$ cat config.mk
export PLATFORM = sky130hd
export DESIGN_NAME = longest_prefix_route_lookup
export DESIGN_NICKNAME = d
export VERILOG_FILES = /design/src/hw/rtl/lprl_pkg.sv /design/src/hw/rtl/longest_prefix_route_lookup.sv /design/src/hw/rtl/lprl_front.sv /design/src/hw/rtl/lprl_back.sv
export SDC_FILE = /design/constraint.sdc
export NUM_CORES = 1
export LEC_CHECK = 0
export BUFFER_PORTS_ARGS = -buffer_cell sky130_fd_sc_hd__clkbuf_2
export CAP_MARGIN = 20
export CELL_PAD_IN_SITES_DETAIL_PLACEMENT = 0
export CELL_PAD_IN_SITES_GLOBAL_PLACEMENT = 1
export CORE_MARGIN = 10
export CORE_UTILIZATION = 55
export DETAILED_ROUTE_END_ITERATION = 7
export MAX_ROUTING_LAYER = met4
export PLACE_DENSITY_LB_ADDON = 0.1
export SETUP_SLACK_MARGIN = 0.05
export SLEW_MARGIN = 10
export SYNTH_ARGS = -nofsm -noshare
export SYNTH_HDL_FRONTEND = slang
export SYNTH_HIERARCHICAL = 1
export SYNTH_SLANG_ARGS = --single-unit
export TNS_END_PERCENT = 20
$ cat constraint.sdc
create_clock -name clk -period 9 [get_ports clk]
set_input_delay 1.8 -clock clk [delete_from_list [all_inputs] [get_ports clk]]
set_output_delay 1.8 -clock clk [all_outputs]
set_load 0.02 [all_outputs]
$ cat src/hw/rtl/lprl_pkg.sv
// ----------------------------------------------------------------------------
// lprl_pkg: shared types and constants of the route lookup engine
// Field widths, function codes and the request carried from front to back.
// ----------------------------------------------------------------------------
package lprl_pkg;

  localparam int unsigned INDEX_W = 4;
  localparam int unsigned ADDR_W  = 32;
  localparam int unsigned PORT_W  = 2;
  localparam int unsigned PLEN_W  = 6;

  // Function codes of an input transaction
  localparam logic FUNC_WRITE  = 1'b0;
  localparam logic FUNC_LOOKUP = 1'b1;

  // Classified request queued between front and back
  typedef struct packed {
    logic               lookup;    // 1: search the table, 0: write an entry
    logic               wr_legal;  // write slot and port both in range
    logic [INDEX_W-1:0] index;
    logic [ADDR_W-1:0]  key;       // destination on a write, address on a lookup
    logic [ADDR_W-1:0]  mask;
    logic [PORT_W-1:0]  port;
    logic               enable;
  } req_t;

endpackage

$ cat src/hw/rtl/longest_prefix_route_lookup.sv
// ----------------------------------------------------------------------------
// longest_prefix_route_lookup: longest-prefix IPv4 route lookup engine
// Routing table of TABLE_ENTRIES routes with write and lookup transactions.
// ----------------------------------------------------------------------------
//
//   channel | direction | handshake            | payload
//   --------+-----------+----------------------+--------------------------------
//   in_     | input     | in_valid / in_ready  | func, entry_*, lookup_addr
//   out_    | output    | out_valid / out_ready| was_lookup, hit, match_*, len
//
// A write transaction finishes in the back end when it is taken; a lookup runs
// a scan that reads one table entry per cycle through the registered read
// port of the table memory, then passes through ST_TAIL and ST_RES.
// The front queue registers each transaction and keeps accepting transactions
// (two deep) while the back end scans or the output register waits.
// Reset is synchronous, active low; it empties the queue and clears every
// route valid bit at once, so the block is ready in the first cycle after.
//
module longest_prefix_route_lookup #(
  parameter int unsigned TABLE_ENTRIES = 16,
  parameter int unsigned PORT_COUNT    = 4
) (
  input  logic                              clk,
  input  logic                              rst_n,
  input  logic                              in_valid,
  output logic                              in_ready,
  input  logic                              in_func,
  input  logic [lprl_pkg::INDEX_W-1:0]      in_entry_index,
  input  logic [lprl_pkg::ADDR_W-1:0]       in_entry_dest,
  input  logic [lprl_pkg::ADDR_W-1:0]       in_entry_mask,
  input  logic [lprl_pkg::PORT_W-1:0]       in_entry_port,
  input  logic                              in_entry_enable,
  input  logic [lprl_pkg::ADDR_W-1:0]       in_lookup_addr,
  output logic                              out_valid,
  input  logic                              out_ready,
  output logic                              out_was_lookup,
  output logic                              out_hit,
  output logic [lprl_pkg::INDEX_W-1:0]      out_match_index,
  output logic [lprl_pkg::PORT_W-1:0]       out_match_port,
  output logic [lprl_pkg::PLEN_W-1:0]       out_prefix_len
);

  // Queue interface between front and back
  logic           q_valid;
  logic           q_pop;
  lprl_pkg::req_t q_item;

  // Front: accept, classify and queue transactions
  lprl_front #(
    .TABLE_ENTRIES (TABLE_ENTRIES),
    .PORT_COUNT    (PORT_COUNT)
  ) u_front (
    .clk             (clk),
    .rst_n           (rst_n),
    .in_valid        (in_valid),
    .in_ready        (in_ready),
    .in_func         (in_func),
    .in_entry_index  (in_entry_index),
    .in_entry_dest   (in_entry_dest),
    .in_entry_mask   (in_entry_mask),
    .in_entry_port   (in_entry_port),
    .in_entry_enable (in_entry_enable),
    .in_lookup_addr  (in_lookup_addr),
    .q_valid         (q_valid),
    .q_item          (q_item),
    .q_pop           (q_pop)
  );

  // Back: hold the table, execute writes, scan on lookups, drive results
  lprl_back #(
    .TABLE_ENTRIES (TABLE_ENTRIES)
  ) u_back (
    .clk             (clk),
    .rst_n           (rst_n),
    .q_valid         (q_valid),
    .q_item          (q_item),
    .q_pop           (q_pop),
    .out_valid       (out_valid),
    .out_ready       (out_ready),
    .out_was_lookup  (out_was_lookup),
    .out_hit         (out_hit),
    .out_match_index (out_match_index),
    .out_match_port  (out_match_port),
    .out_prefix_len  (out_prefix_len)
  );

endmodule

$ cat src/hw/rtl/lprl_front.sv
// ----------------------------------------------------------------------------
// lprl_front: input stage of the route lookup engine
// Accepts transactions, classifies them and holds them in a two-entry queue.
// ----------------------------------------------------------------------------
module lprl_front #(
  parameter int unsigned TABLE_ENTRIES = 16,
  parameter int unsigned PORT_COUNT    = 4
) (
  input  logic                              clk,
  input  logic                              rst_n,
  input  logic                              in_valid,
  output logic                              in_ready,
  input  logic                              in_func,
  input  logic [lprl_pkg::INDEX_W-1:0]      in_entry_index,
  input  logic [lprl_pkg::ADDR_W-1:0]       in_entry_dest,
  input  logic [lprl_pkg::ADDR_W-1:0]       in_entry_mask,
  input  logic [lprl_pkg::PORT_W-1:0]       in_entry_port,
  input  logic                              in_entry_enable,
  input  logic [lprl_pkg::ADDR_W-1:0]       in_lookup_addr,
  output logic                              q_valid,
  output lprl_pkg::req_t                    q_item,
  input  logic                              q_pop
);

  lprl_pkg::req_t item;
  lprl_pkg::req_t q_mem_r [2];
  logic           wr_ptr_r;
  logic           rd_ptr_r;
  logic [1:0]     count_r;
  logic [1:0]     count_nxt;
  logic           push;

  // Classify: pick the key and check write legality up front
  always_comb begin
    item          = '0;
    item.lookup   = (in_func == lprl_pkg::FUNC_LOOKUP);
    item.wr_legal = (32'(in_entry_index) < TABLE_ENTRIES) &&
                    (32'(in_entry_port) < PORT_COUNT);
    item.index    = in_entry_index;
    item.key      = item.lookup ? in_lookup_addr : in_entry_dest;
    item.mask     = in_entry_mask;
    item.port     = in_entry_port;
    item.enable   = in_entry_enable;
  end

  assign in_ready  = (count_r != 2'd2);
  assign push      = in_valid && in_ready;
  assign q_valid   = (count_r != 2'd0);
  assign q_item    = q_mem_r[rd_ptr_r];
  assign count_nxt = count_r + {1'b0, push} - {1'b0, q_pop};

  always_ff @(posedge clk) begin
    if (push) begin
      q_mem_r[wr_ptr_r] <= item;
    end
  end

  always_ff @(posedge clk) begin
    if (!rst_n) begin
      wr_ptr_r <= 1'b0;
      rd_ptr_r <= 1'b0;
      count_r  <= 2'd0;
    end else begin
      if (push) begin
        wr_ptr_r <= ~wr_ptr_r;
      end
      if (q_pop) begin
        rd_ptr_r <= ~rd_ptr_r;
      end
      count_r <= count_nxt;
    end
  end

endmodule

$ cat src/hw/rtl/lprl_back.sv
// ----------------------------------------------------------------------------
// lprl_back: table and search engine of the route lookup engine
// Executes writes and scans the route table one entry per cycle on lookups.
// ----------------------------------------------------------------------------
module lprl_back #(
  parameter int unsigned TABLE_ENTRIES = 16
) (
  input  logic                              clk,
  input  logic                              rst_n,
  input  logic                              q_valid,
  input  lprl_pkg::req_t                    q_item,
  output logic                              q_pop,
  output logic                              out_valid,
  input  logic                              out_ready,
  output logic                              out_was_lookup,
  output logic                              out_hit,
  output logic [lprl_pkg::INDEX_W-1:0]      out_match_index,
  output logic [lprl_pkg::PORT_W-1:0]       out_match_port,
  output logic [lprl_pkg::PLEN_W-1:0]       out_prefix_len
);

  localparam int unsigned IDX_W = (TABLE_ENTRIES > 1) ? $clog2(TABLE_ENTRIES) : 1;
  localparam logic [IDX_W-1:0] LAST_IDX = IDX_W'(TABLE_ENTRIES - 1);

  typedef enum logic [3:0] {
    ST_IDLE = 4'b0001,
    ST_SCAN = 4'b0010,
    ST_TAIL = 4'b0100,
    ST_RES  = 4'b1000
  } state_t;

  function automatic logic [3:0] ones8(input logic [7:0] v);
    logic [3:0] n;
    n = '0;
    for (int i = 0; i < 8; i++) begin
      n = n + {3'b0, v[i]};
    end
    return n;
  endfunction

  state_t state_r;
  state_t state_nxt;

  logic [lprl_pkg::ADDR_W-1:0] dest_mem [TABLE_ENTRIES];
  logic [lprl_pkg::ADDR_W-1:0] mask_mem [TABLE_ENTRIES];
  logic [lprl_pkg::PORT_W-1:0] port_mem [TABLE_ENTRIES];
  logic [TABLE_ENTRIES-1:0]    valid_r;

  logic [IDX_W-1:0]            rd_idx_r;
  logic [lprl_pkg::ADDR_W-1:0] key_r;
  logic [lprl_pkg::ADDR_W-1:0] rd_dest_r;
  logic [lprl_pkg::ADDR_W-1:0] rd_mask_r;
  logic [lprl_pkg::PORT_W-1:0] rd_port_r;
  logic                        rd_valid_r;
  logic                        cmp_vld_r;
  logic [IDX_W-1:0]            cmp_idx_r;

  logic                        best_found_r;
  logic [IDX_W-1:0]            best_idx_r;
  logic [lprl_pkg::ADDR_W-1:0] best_mask_r;
  logic [lprl_pkg::PORT_W-1:0] best_port_r;

  logic                        out_valid_r;
  logic                        out_was_lookup_r;
  logic                        out_hit_r;
  logic [lprl_pkg::INDEX_W-1:0] out_match_index_r;
  logic [lprl_pkg::PORT_W-1:0] out_match_port_r;
  logic [lprl_pkg::PLEN_W-1:0] out_prefix_len_r;

  logic                        out_free;
  logic                        take;
  logic                        mem_we;
  logic [IDX_W-1:0]            wr_addr;
  logic                        entry_match;
  logic                        load_ack;
  logic                        load_res;
  logic [lprl_pkg::PLEN_W-1:0] best_len;

  assign out_free    = !out_valid_r || out_ready;
  assign take        = (state_r == ST_IDLE) && q_valid && out_free;
  assign q_pop       = take;
  assign mem_we      = take && !q_item.lookup && q_item.wr_legal;
  assign wr_addr     = IDX_W'(q_item.index);
  assign load_ack    = take && !q_item.lookup;
  assign load_res    = (state_r == ST_RES) && out_free;

  // Hit on this entry if valid, masked equal and no shorter than the best so far
  assign entry_match = cmp_vld_r && rd_valid_r &&
                       (((rd_dest_r ^ key_r) & rd_mask_r) == '0) &&
                       (!best_found_r || (best_mask_r <= rd_mask_r));

  assign best_len = lprl_pkg::PLEN_W'(ones8(best_mask_r[7:0]))   +
                    lprl_pkg::PLEN_W'(ones8(best_mask_r[15:8]))  +
                    lprl_pkg::PLEN_W'(ones8(best_mask_r[23:16])) +
                    lprl_pkg::PLEN_W'(ones8(best_mask_r[31:24]));

  always_comb begin
    state_nxt = state_r;
    unique case (state_r)
      ST_IDLE: begin
        if (take && q_item.lookup) begin
          state_nxt = ST_SCAN;
        end
      end
      ST_SCAN: begin
        if (rd_idx_r == LAST_IDX) begin
          state_nxt = ST_TAIL;
        end
      end
      ST_TAIL: state_nxt = ST_RES;
      ST_RES: begin
        if (out_free) begin
          state_nxt = ST_IDLE;
        end
      end
      default: state_nxt = ST_IDLE;
    endcase
  end

  // Table storage and its registered read port
  always_ff @(posedge clk) begin
    if (mem_we) begin
      dest_mem[wr_addr] <= q_item.key;
      mask_mem[wr_addr] <= q_item.mask;
      port_mem[wr_addr] <= q_item.port;
    end
    rd_dest_r  <= dest_mem[rd_idx_r];
    rd_mask_r  <= mask_mem[rd_idx_r];
    rd_port_r  <= port_mem[rd_idx_r];
    rd_valid_r <= valid_r[rd_idx_r];
    cmp_idx_r  <= rd_idx_r;
  end

  // Datapath registers without reset
  always_ff @(posedge clk) begin
    if (take) begin
      key_r <= q_item.key;
    end
    if (entry_match) begin
      best_idx_r  <= cmp_idx_r;
      best_mask_r <= rd_mask_r;
      best_port_r <= rd_port_r;
    end
    if (load_ack) begin
      out_was_lookup_r  <= 1'b0;
      out_hit_r         <= 1'b0;
      out_match_index_r <= '0;
      out_match_port_r  <= '0;
      out_prefix_len_r  <= '0;
    end else if (load_res) begin
      out_was_lookup_r  <= 1'b1;
      out_hit_r         <= best_found_r;
      out_match_index_r <= best_found_r ? lprl_pkg::INDEX_W'(best_idx_r) : '0;
      out_match_port_r  <= best_found_r ? best_port_r : '0;
      out_prefix_len_r  <= best_found_r ? best_len : '0;
    end
  end

  always_ff @(posedge clk) begin
    if (!rst_n) begin
      state_r      <= ST_IDLE;
      valid_r      <= '0;
      rd_idx_r     <= '0;
      cmp_vld_r    <= 1'b0;
      best_found_r <= 1'b0;
      out_valid_r  <= 1'b0;
    end else begin
      state_r   <= state_nxt;
      cmp_vld_r <= (state_r == ST_SCAN);
      if (mem_we) begin
        valid_r[wr_addr] <= q_item.enable;
      end
      if (state_r == ST_SCAN) begin
        rd_idx_r <= rd_idx_r + 1'b1;
      end else begin
        rd_idx_r <= '0;
      end
      if (take) begin
        best_found_r <= 1'b0;
      end else if (entry_match) begin
        best_found_r <= 1'b1;
      end
      if (load_ack || load_res) begin
        out_valid_r <= 1'b1;
      end else if (out_ready) begin
        out_valid_r <= 1'b0;
      end
    end
  end

  assign out_valid       = out_valid_r;
  assign out_was_lookup  = out_was_lookup_r;
  assign out_hit         = out_hit_r;
  assign out_match_index = out_match_index_r;
  assign out_match_port  = out_match_port_r;
  assign out_prefix_len  = out_prefix_len_r;

endmodule
==> results.yml, run 1 <==
run_status:
  outcome: "completed"
global_route:
  grt_pass1_vias: 24960
  grt_max_degree: 148
  grt.overflow.total: 0
  grt_pass1_wl_um: 169600
  antenna_found_initial: 4
  grt_usage_pct: 22.20
floorplanning:
  ios: 124
  die_h_um: 329.6
  core_um2: 95010
  fp-row-count: 113
  die_x_um: 329.6
  initial_utilization_pct: 55.47
  dieArea_um2: 108600
critical_path:
  slowest_delay_ps: 550
  critPathBufInv: 2
  required_ps: 9670
  timing.critical_path.mode_cell: "fa_1"
  cp_cell_sequence: "fa_1 -> inv_1 -> fa_1 -> fa_1 -> fa_1 -> fa_1 -> fa_1 -> inv_1 -> ha_1 -> fa_1 -> a21o_1 -> a21oi_1 -> xnor2_1 -> nand3_1 -> a21oi_1"
  cp_top_family: "adder cells"
  r2r_cells: 15
  path_max_fanout: 2
  cp.arrival_ps: 5710
  crit_type: "flip-flop to flip-flop"
  start_kind: "flip-flop"
  r2r_start: "u_back/best_mask_r[17]"
  r2r_setup_slack_ps: 3960
  slowest_stage: "fa_1"
  end_kind: "flip-flop"
  crit-reg2reg-capture: "u_back/out_prefix_len[4]"
final_layout:
  layout-drive-gt1-share_pct: 31.05
  layout.nets: 2737
  syn_to_final_growth_pct: 13.00
  fin_area_um2: 59550
placement:
  gp_congestion: 0.8816
  postPlaceCellArea_um2: 54950
  hpwl_um: 65120
  portBuffers: 123
synth:
  synth_edf_count: 1270
  synth_top_area_share_pct: 72.36
  synth.avg_cell_area_um2: 22.40
  syn_area_um2: 52700
  yosysWarningCount: 6
  ys_seq_area_share_pct: 76.81
  yosysMostFrequentCell: "edfxtp_1"
  synth_area_leaders: "edfxtp_1 72%, mux4_2 14%, dfxtp_1 4.4%"
  synth_commonest_cells: "1,270 x edfxtp_1, 335 x mux4_2, 117 x dfxtp_1"
  synth_cell_types: 59
  synthCells: 2353
  async_flop_share_pct: 0
  ys_seq_elements: 1387
  syn-num-nets: 2526
  synth_top_area_cell: "edfxtp_1"
  synth_ff_type: "edfxtp_1"
clocking:
  cts_tree: "done"
  cts_root_buffer: "clkbuf_16"
  h-tree-depth: 4
  cts_made_buffers: 141
  post_cts_resized: 0
  clkLatencyLatePin_ps: 750
  post-cts-setup-buffers: 0
  clkTransAtPathRegs_ps: 60
  hold_buffers: 0
  cts_max_path_buffers: 3
  clock-sinks: 1387
power_and_ir_drop:
  power_density_nw_per_um2: 246.7
  total_power_mw: 14.70
  p_leak_nw: 18.96
  ir_worst_vdd_mv: 0.1974
routing:
  drc: 0
  wl_um: 114000
  num_vias: 23850
  final_antenna_net_count: 0
  avgRoutedWirePerCell_um: 28.86
  drt-initial-drc-count: 2359
  vias_per_cell: 6.039
  first_pass_iters: 5
hold_path:
  whs_path_depth: 0
  min_path_type: "flip-flop to flip-flop"
  hold_end: "u_back/best_idx_r[1]"
  hp-start: "u_back/cmp_idx_r[1]"
timing:
  hold_violations: 0
  fin_crit_ps: 5044
  worstMarginPinSlew_ps: 1157
  max_freq_ghz: 0.1982
  clock_skew_ps: 18.32
  drv_slew: 0
  period_share_pct: 56.05
  rsz0062_at_grt: "no"
  fin_tns_setup_ps: 0
  setup_viol: 0
  slew-limit-headroom_pct: 22.89
flow_run:
  drv_cap: 0
-- layer usage --
layer | global-route usage (%) | wire, um | vias up
li1 | - | - | 10150
met1 | 31.13 | 49180 | 12760
met2 | 33.44 | 54890 | 782
met3 | 4.167 | 7431 | 161
met4 | 6.524 | 2475 | 0
met5 | - | 0 | -
-- worst max path at each step --
stage | startpoint | to | slack [ps] | cells after the start
5_1_grt | u_back/best_mask_r[17] | u_back/out_prefix_len[4] | 3740 | 15
3_3_place_gp | out_ready | u_back/mask_mem[3][4] | 3810 | 7
2_1_floorplan | out_ready | u_back/valid_r[12] | 1210 | 6
3_5_place_dp | out_ready | u_back/mask_mem[3][11] | 3760 | 7
6_report | u_back/best_mask_r[17] | u_back/out_prefix_len[4] | 3960 | 15
4_1_cts | u_back/best_mask_r[17] | u_back/out_prefix_len[4] | 3980 | 15
-- worst reg2reg max path: cells and delay by family, from the launching register on --
family          cells  cell delay [ps]
fa+ha+maj           8             3670
compound gates      3              540
flops               1              430
xor+xnor            1              130
buf+inv             2              100
simple gates        1              100
-- through the flow --
step / utilization, % / hold slack [ps] / instances / setup WS (ps)
after floorplan: - / 329.0 / 2353 / 1212
after global placement: 57.84 / 389.4 / 3683 / 3812
after detailed placement: 57.84 / 388.7 / 3683 / 3760
after CTS: 62.62 / 398.8 / 3945 / 3980
after global routing: 62.68 / 399.9 / 3949 / 3742
final: 62.68 / 399.2 / 3949 / 3956
-- cell type report --
cell class              count  area, um^2
repair buffers            166        1013
well taps                1265        1583
clock inverters            67       664.4
diodes                      1       2.502
flip-flops and latches   1387       40500
clock buffers             195        3874
fillers                  6555       35460
inverters                  80       302.8
multi-input cells         788       11620
-- cell families (layout without fill, tap and decap cells) --
family                     count (synthesis)  after routing  share of synthesized area (%)
buffers and inverters                    178            508                          1.408
AOI/OAI and AO/OA                        101            101                          1.239
xor gates and xnor gates                  38             38                         0.6315
DFF                                     1387           1387                          76.81
other                                      1              2                       0.007115
and+or+nand+nor                          139            139                          1.391
muxes                                    444            444                          16.63
adders and majority gates                 65             65                          1.885
-- placed cells by master, fill, tap and decap left out, drive strengths merged, types with 20 or more instances in the layout --
cell type / count
xnor2: 20
o21ai: 21
inv: 90
mux2: 104
clkbuf: 318
nor2: 31
ha: 41
nand2: 41
mux4: 335
edfxtp: 1270
clkinv: 47
dfxtp: 117
buf: 43
fa: 24
a21oi: 27
-- report_power, final --
group          internal, mW  switching (mW)  total [mW]
combinational         0.324           0.875        1.20
clock                  3.32            2.37        5.69
sequential             7.71          0.0990        7.81
total                  11.4            3.34        14.7
-- state kept, by name, summed over array words and instances, names as in the netlist, 16 cells and up, named ones only --
signal	cells
u_front/q_mem_r	144
u_back/key_r	32
u_back/best_mask_r	32
u_back/valid_r	16
u_back/mask_mem	512
u_back/rd_mask_r	32
u_back/dest_mem	512
u_back/port_mem	32
u_back/rd_dest_r	32
No activity file was read; power rests on OpenSTA's default activity.
==> run 2, diff against run 1 <==
--- a/config.mk
+++ b/config.mk
@@ -10,7 +10,7 @@
 export CELL_PAD_IN_SITES_DETAIL_PLACEMENT = 0
 export CELL_PAD_IN_SITES_GLOBAL_PLACEMENT = 1
 export CORE_MARGIN = 10
-export CORE_UTILIZATION = 55
+export CORE_UTILIZATION = 50
 export DETAILED_ROUTE_END_ITERATION = 7
 export MAX_ROUTING_LAYER = met4
 export PLACE_DENSITY_LB_ADDON = 0.1
==> constraint.sdc (replaced) <==
create_clock -name clk -period 4.15 [get_ports clk]
set_input_delay 0.83 -clock clk [delete_from_list [all_inputs] [get_ports clk]]
set_output_delay 0.83 -clock clk [all_outputs]
set_load 0.02 [all_outputs]
==> results.yml, run 2 (synthesis gave the netlist of run 1 again) <==
timing:
  period_share_pct: 115.4
  hold_slack_ps: 282.7
  worstMarginPinSlew_ps: 996.2
  max_freq_ghz: 0.2089
  slew-limit-headroom_pct: 33.59
  setup_ws_ps: -637.2
  fin_tns_setup_ps: -2445
  setup_viol: 5
  clock_skew_ps: 21.05
  fin_crit_ps: 4787
  drv_slew: 0
  rsz0062_at_grt: "yes"
  hold_violations: 0
critical_path:
  r2r_setup_slack_ps: -640
  cp_cell_sequence: "fa_1 -> inv_2 -> fa_1 -> fa_1 -> fa_1 -> fa_1 -> fa_1 -> inv_2 -> ha_4 -> fa_2 -> a21o_1 -> a21oi_2 -> xnor2_1 -> nand3_1 -> a21oi_2"
  start_kind: "flip-flop"
  required_ps: 4830
  cp_top_family: "adder cells"
  slowest_stage: "fa_1"
  critPathBufInv: 2
  crit-reg2reg-capture: "u_back/out_prefix_len[4]"
  path_max_fanout: 2
  crit_type: "flip-flop to flip-flop"
  end_kind: "flip-flop"
  cp.arrival_ps: 5460
  slowest_delay_ps: 570
  r2r_start: "u_back/best_mask_r[21]"
  r2r_cells: 15
  timing.critical_path.mode_cell: "fa_1"
floorplanning:
  die_x_um: 344.7
  ios: 124
  dieArea_um2: 118800
  core_um2: 105000
  die_h_um: 344.7
  initial_utilization_pct: 50.21
  fp-row-count: 119
hold_path:
  hp-start: "in_entry_mask[12]"
  hold_end: "u_front/q_mem_r[0][15]"
  whs_path_depth: 1
  min_path_type: "input pin to flip-flop"
clocking:
  clkTransAtPathRegs_ps: 60
  cts_made_buffers: 143
  clkLatencyLatePin_ps: 740
  hold_buffers: 0
  cts_tree: "done"
  clock-sinks: 1387
  cts_max_path_buffers: 3
  cts_root_buffer: "clkbuf_16"
  h-tree-depth: 4
routing:
  drt-initial-drc-count: 1975
  first_pass_iters: 5
  wl_um: 123200
  num_vias: 24640
  drc: 0
  avgRoutedWirePerCell_um: 29.75
  final_antenna_net_count: 0
  vias_per_cell: 5.949
run_status:
  outcome: "finished with violations"
  violations: "setup timing"
global_route:
  grt_pass1_wl_um: 180400
  grt.overflow.total: 0
  antenna_found_initial: 0
  grt_usage_pct: 21.68
  grt_max_degree: 68
  grt_pass1_vias: 25500
power_and_ir_drop:
  p_leak_nw: 19.48
  power_density_nw_per_um2: 531.2
  ir_worst_vdd_mv: 0.5022
final_layout:
  largestRegisters: "u_back/dest_mem (512), u_back/mask_mem (512), u_front/q_mem_r (144)"
  n_antenna_cell: 0
  syn_to_final_growth_pct: 15.44
  fill_cells: 7614
  layout-drive-gt1-share_pct: 33.30
  multiInputGateArea_um2: 11650
  layout.nets: 2803
  final_common_cell: "edfxtp_1"
  final_cell_count_no_fill: 4142
  most-common-layout-cells: "1,270 x edfxtp_1, 335 x mux4_2, 148 x clkbuf_16, 123 x clkbuf_2, 112 x dfxtp_1"
  regArea_um2: 40500
placement:
  portBuffers: 123
  hpwl_um: 70270
  place_inst: 3872
  gp_congestion: 0.8452
flow_run:
  drv_cap: 0
[run 2: cell types whose count changed in the layout (fill, tap and decap cells not counted), sizes merged]
cell / previous run / this run
clkinv: 47 / 40
inv: 90 / 87
clkinvlp: 0 / 1
buf: 43 / 107
diode: 1 / 0
clkbuf: 318 / 331
[run 2: per-layer routing]
metal  wire length (um)  global-route usage [%]
met1              54170                   30.42
met2              60160                   33.74
met3               6577                   3.078
met4               2298                   5.358
met5                  0                       -
[run 2: stage by stage]
| step | setup slack (ps) | utilization (%) | area, um^2 | power, mW |
|---|---|---|---|---|
| after floorplan | -794.6 | - | 52720 | 18.74 |
| after global placement | -811.5 | 53.40 | 56050 | 19.81 |
| after detailed placement | -838.5 | 53.40 | 56050 | 19.96 |
| after global routing | -774.6 | 57.96 | 60840 | 33.43 |
| after CTS | -660.3 | 57.95 | 60830 | 32.67 |
| final | -637.2 | 57.96 | 60840 | 32.32 |
[run 2: final cells by class]
type,count,share of cell area (%)
tap,1391,2.861
inverter,80,0.4977
clock inverter,58,1.016
sequential,1387,66.56
timing repair buffer,230,3.155
multi-input combinational,788,19.15
clock buffer,208,6.754
[run 2: worst max path at each step]
stage                           start                       end  slack (ps)  cells after the start
6_report       u_back/best_mask_r[21]  u_back/out_prefix_len[4]        -640                     15
5_1_grt        u_back/best_mask_r[21]  u_back/out_prefix_len[4]        -770                     15
4_1_cts        u_back/best_mask_r[21]  u_back/out_prefix_len[4]        -660                     15
3_5_place_dp   u_back/best_mask_r[17]  u_back/out_prefix_len[4]        -840                     15
3_3_place_gp   u_back/best_mask_r[17]  u_back/out_prefix_len[4]        -810                     15
2_1_floorplan               out_ready     u_back/dest_mem[4][0]        -790                      4
[run 2: what timing repair did]
item                                    CTS  global route
setup buffers                             3             1
endpoints found under the setup margin    5             6
pin swaps                                14             4
resized for setup                         7             3
[run 2: where the power goes]
| group | total, mW | internal [mW] | switching (mW) |
|---|---|---|---|
| sequential | 16.9 | 16.7 | 0.179 |
| clock | 12.7 | 7.53 | 5.17 |
| combinational | 2.71 | 0.739 | 1.97 |
[run 2: worst register-to-register path, cell delays in order (launching register included)]
cell and delay [ps]:
edfxtp_1 420, fa_1 570, inv_2 40, fa_1 550, fa_1 460, fa_1 520
fa_1 440, fa_1 510, inv_2 50, ha_4 150, fa_2 340, a21o_1 170
a21oi_2 130, xnor2_1 120, nand3_1 110, a21oi_2 170
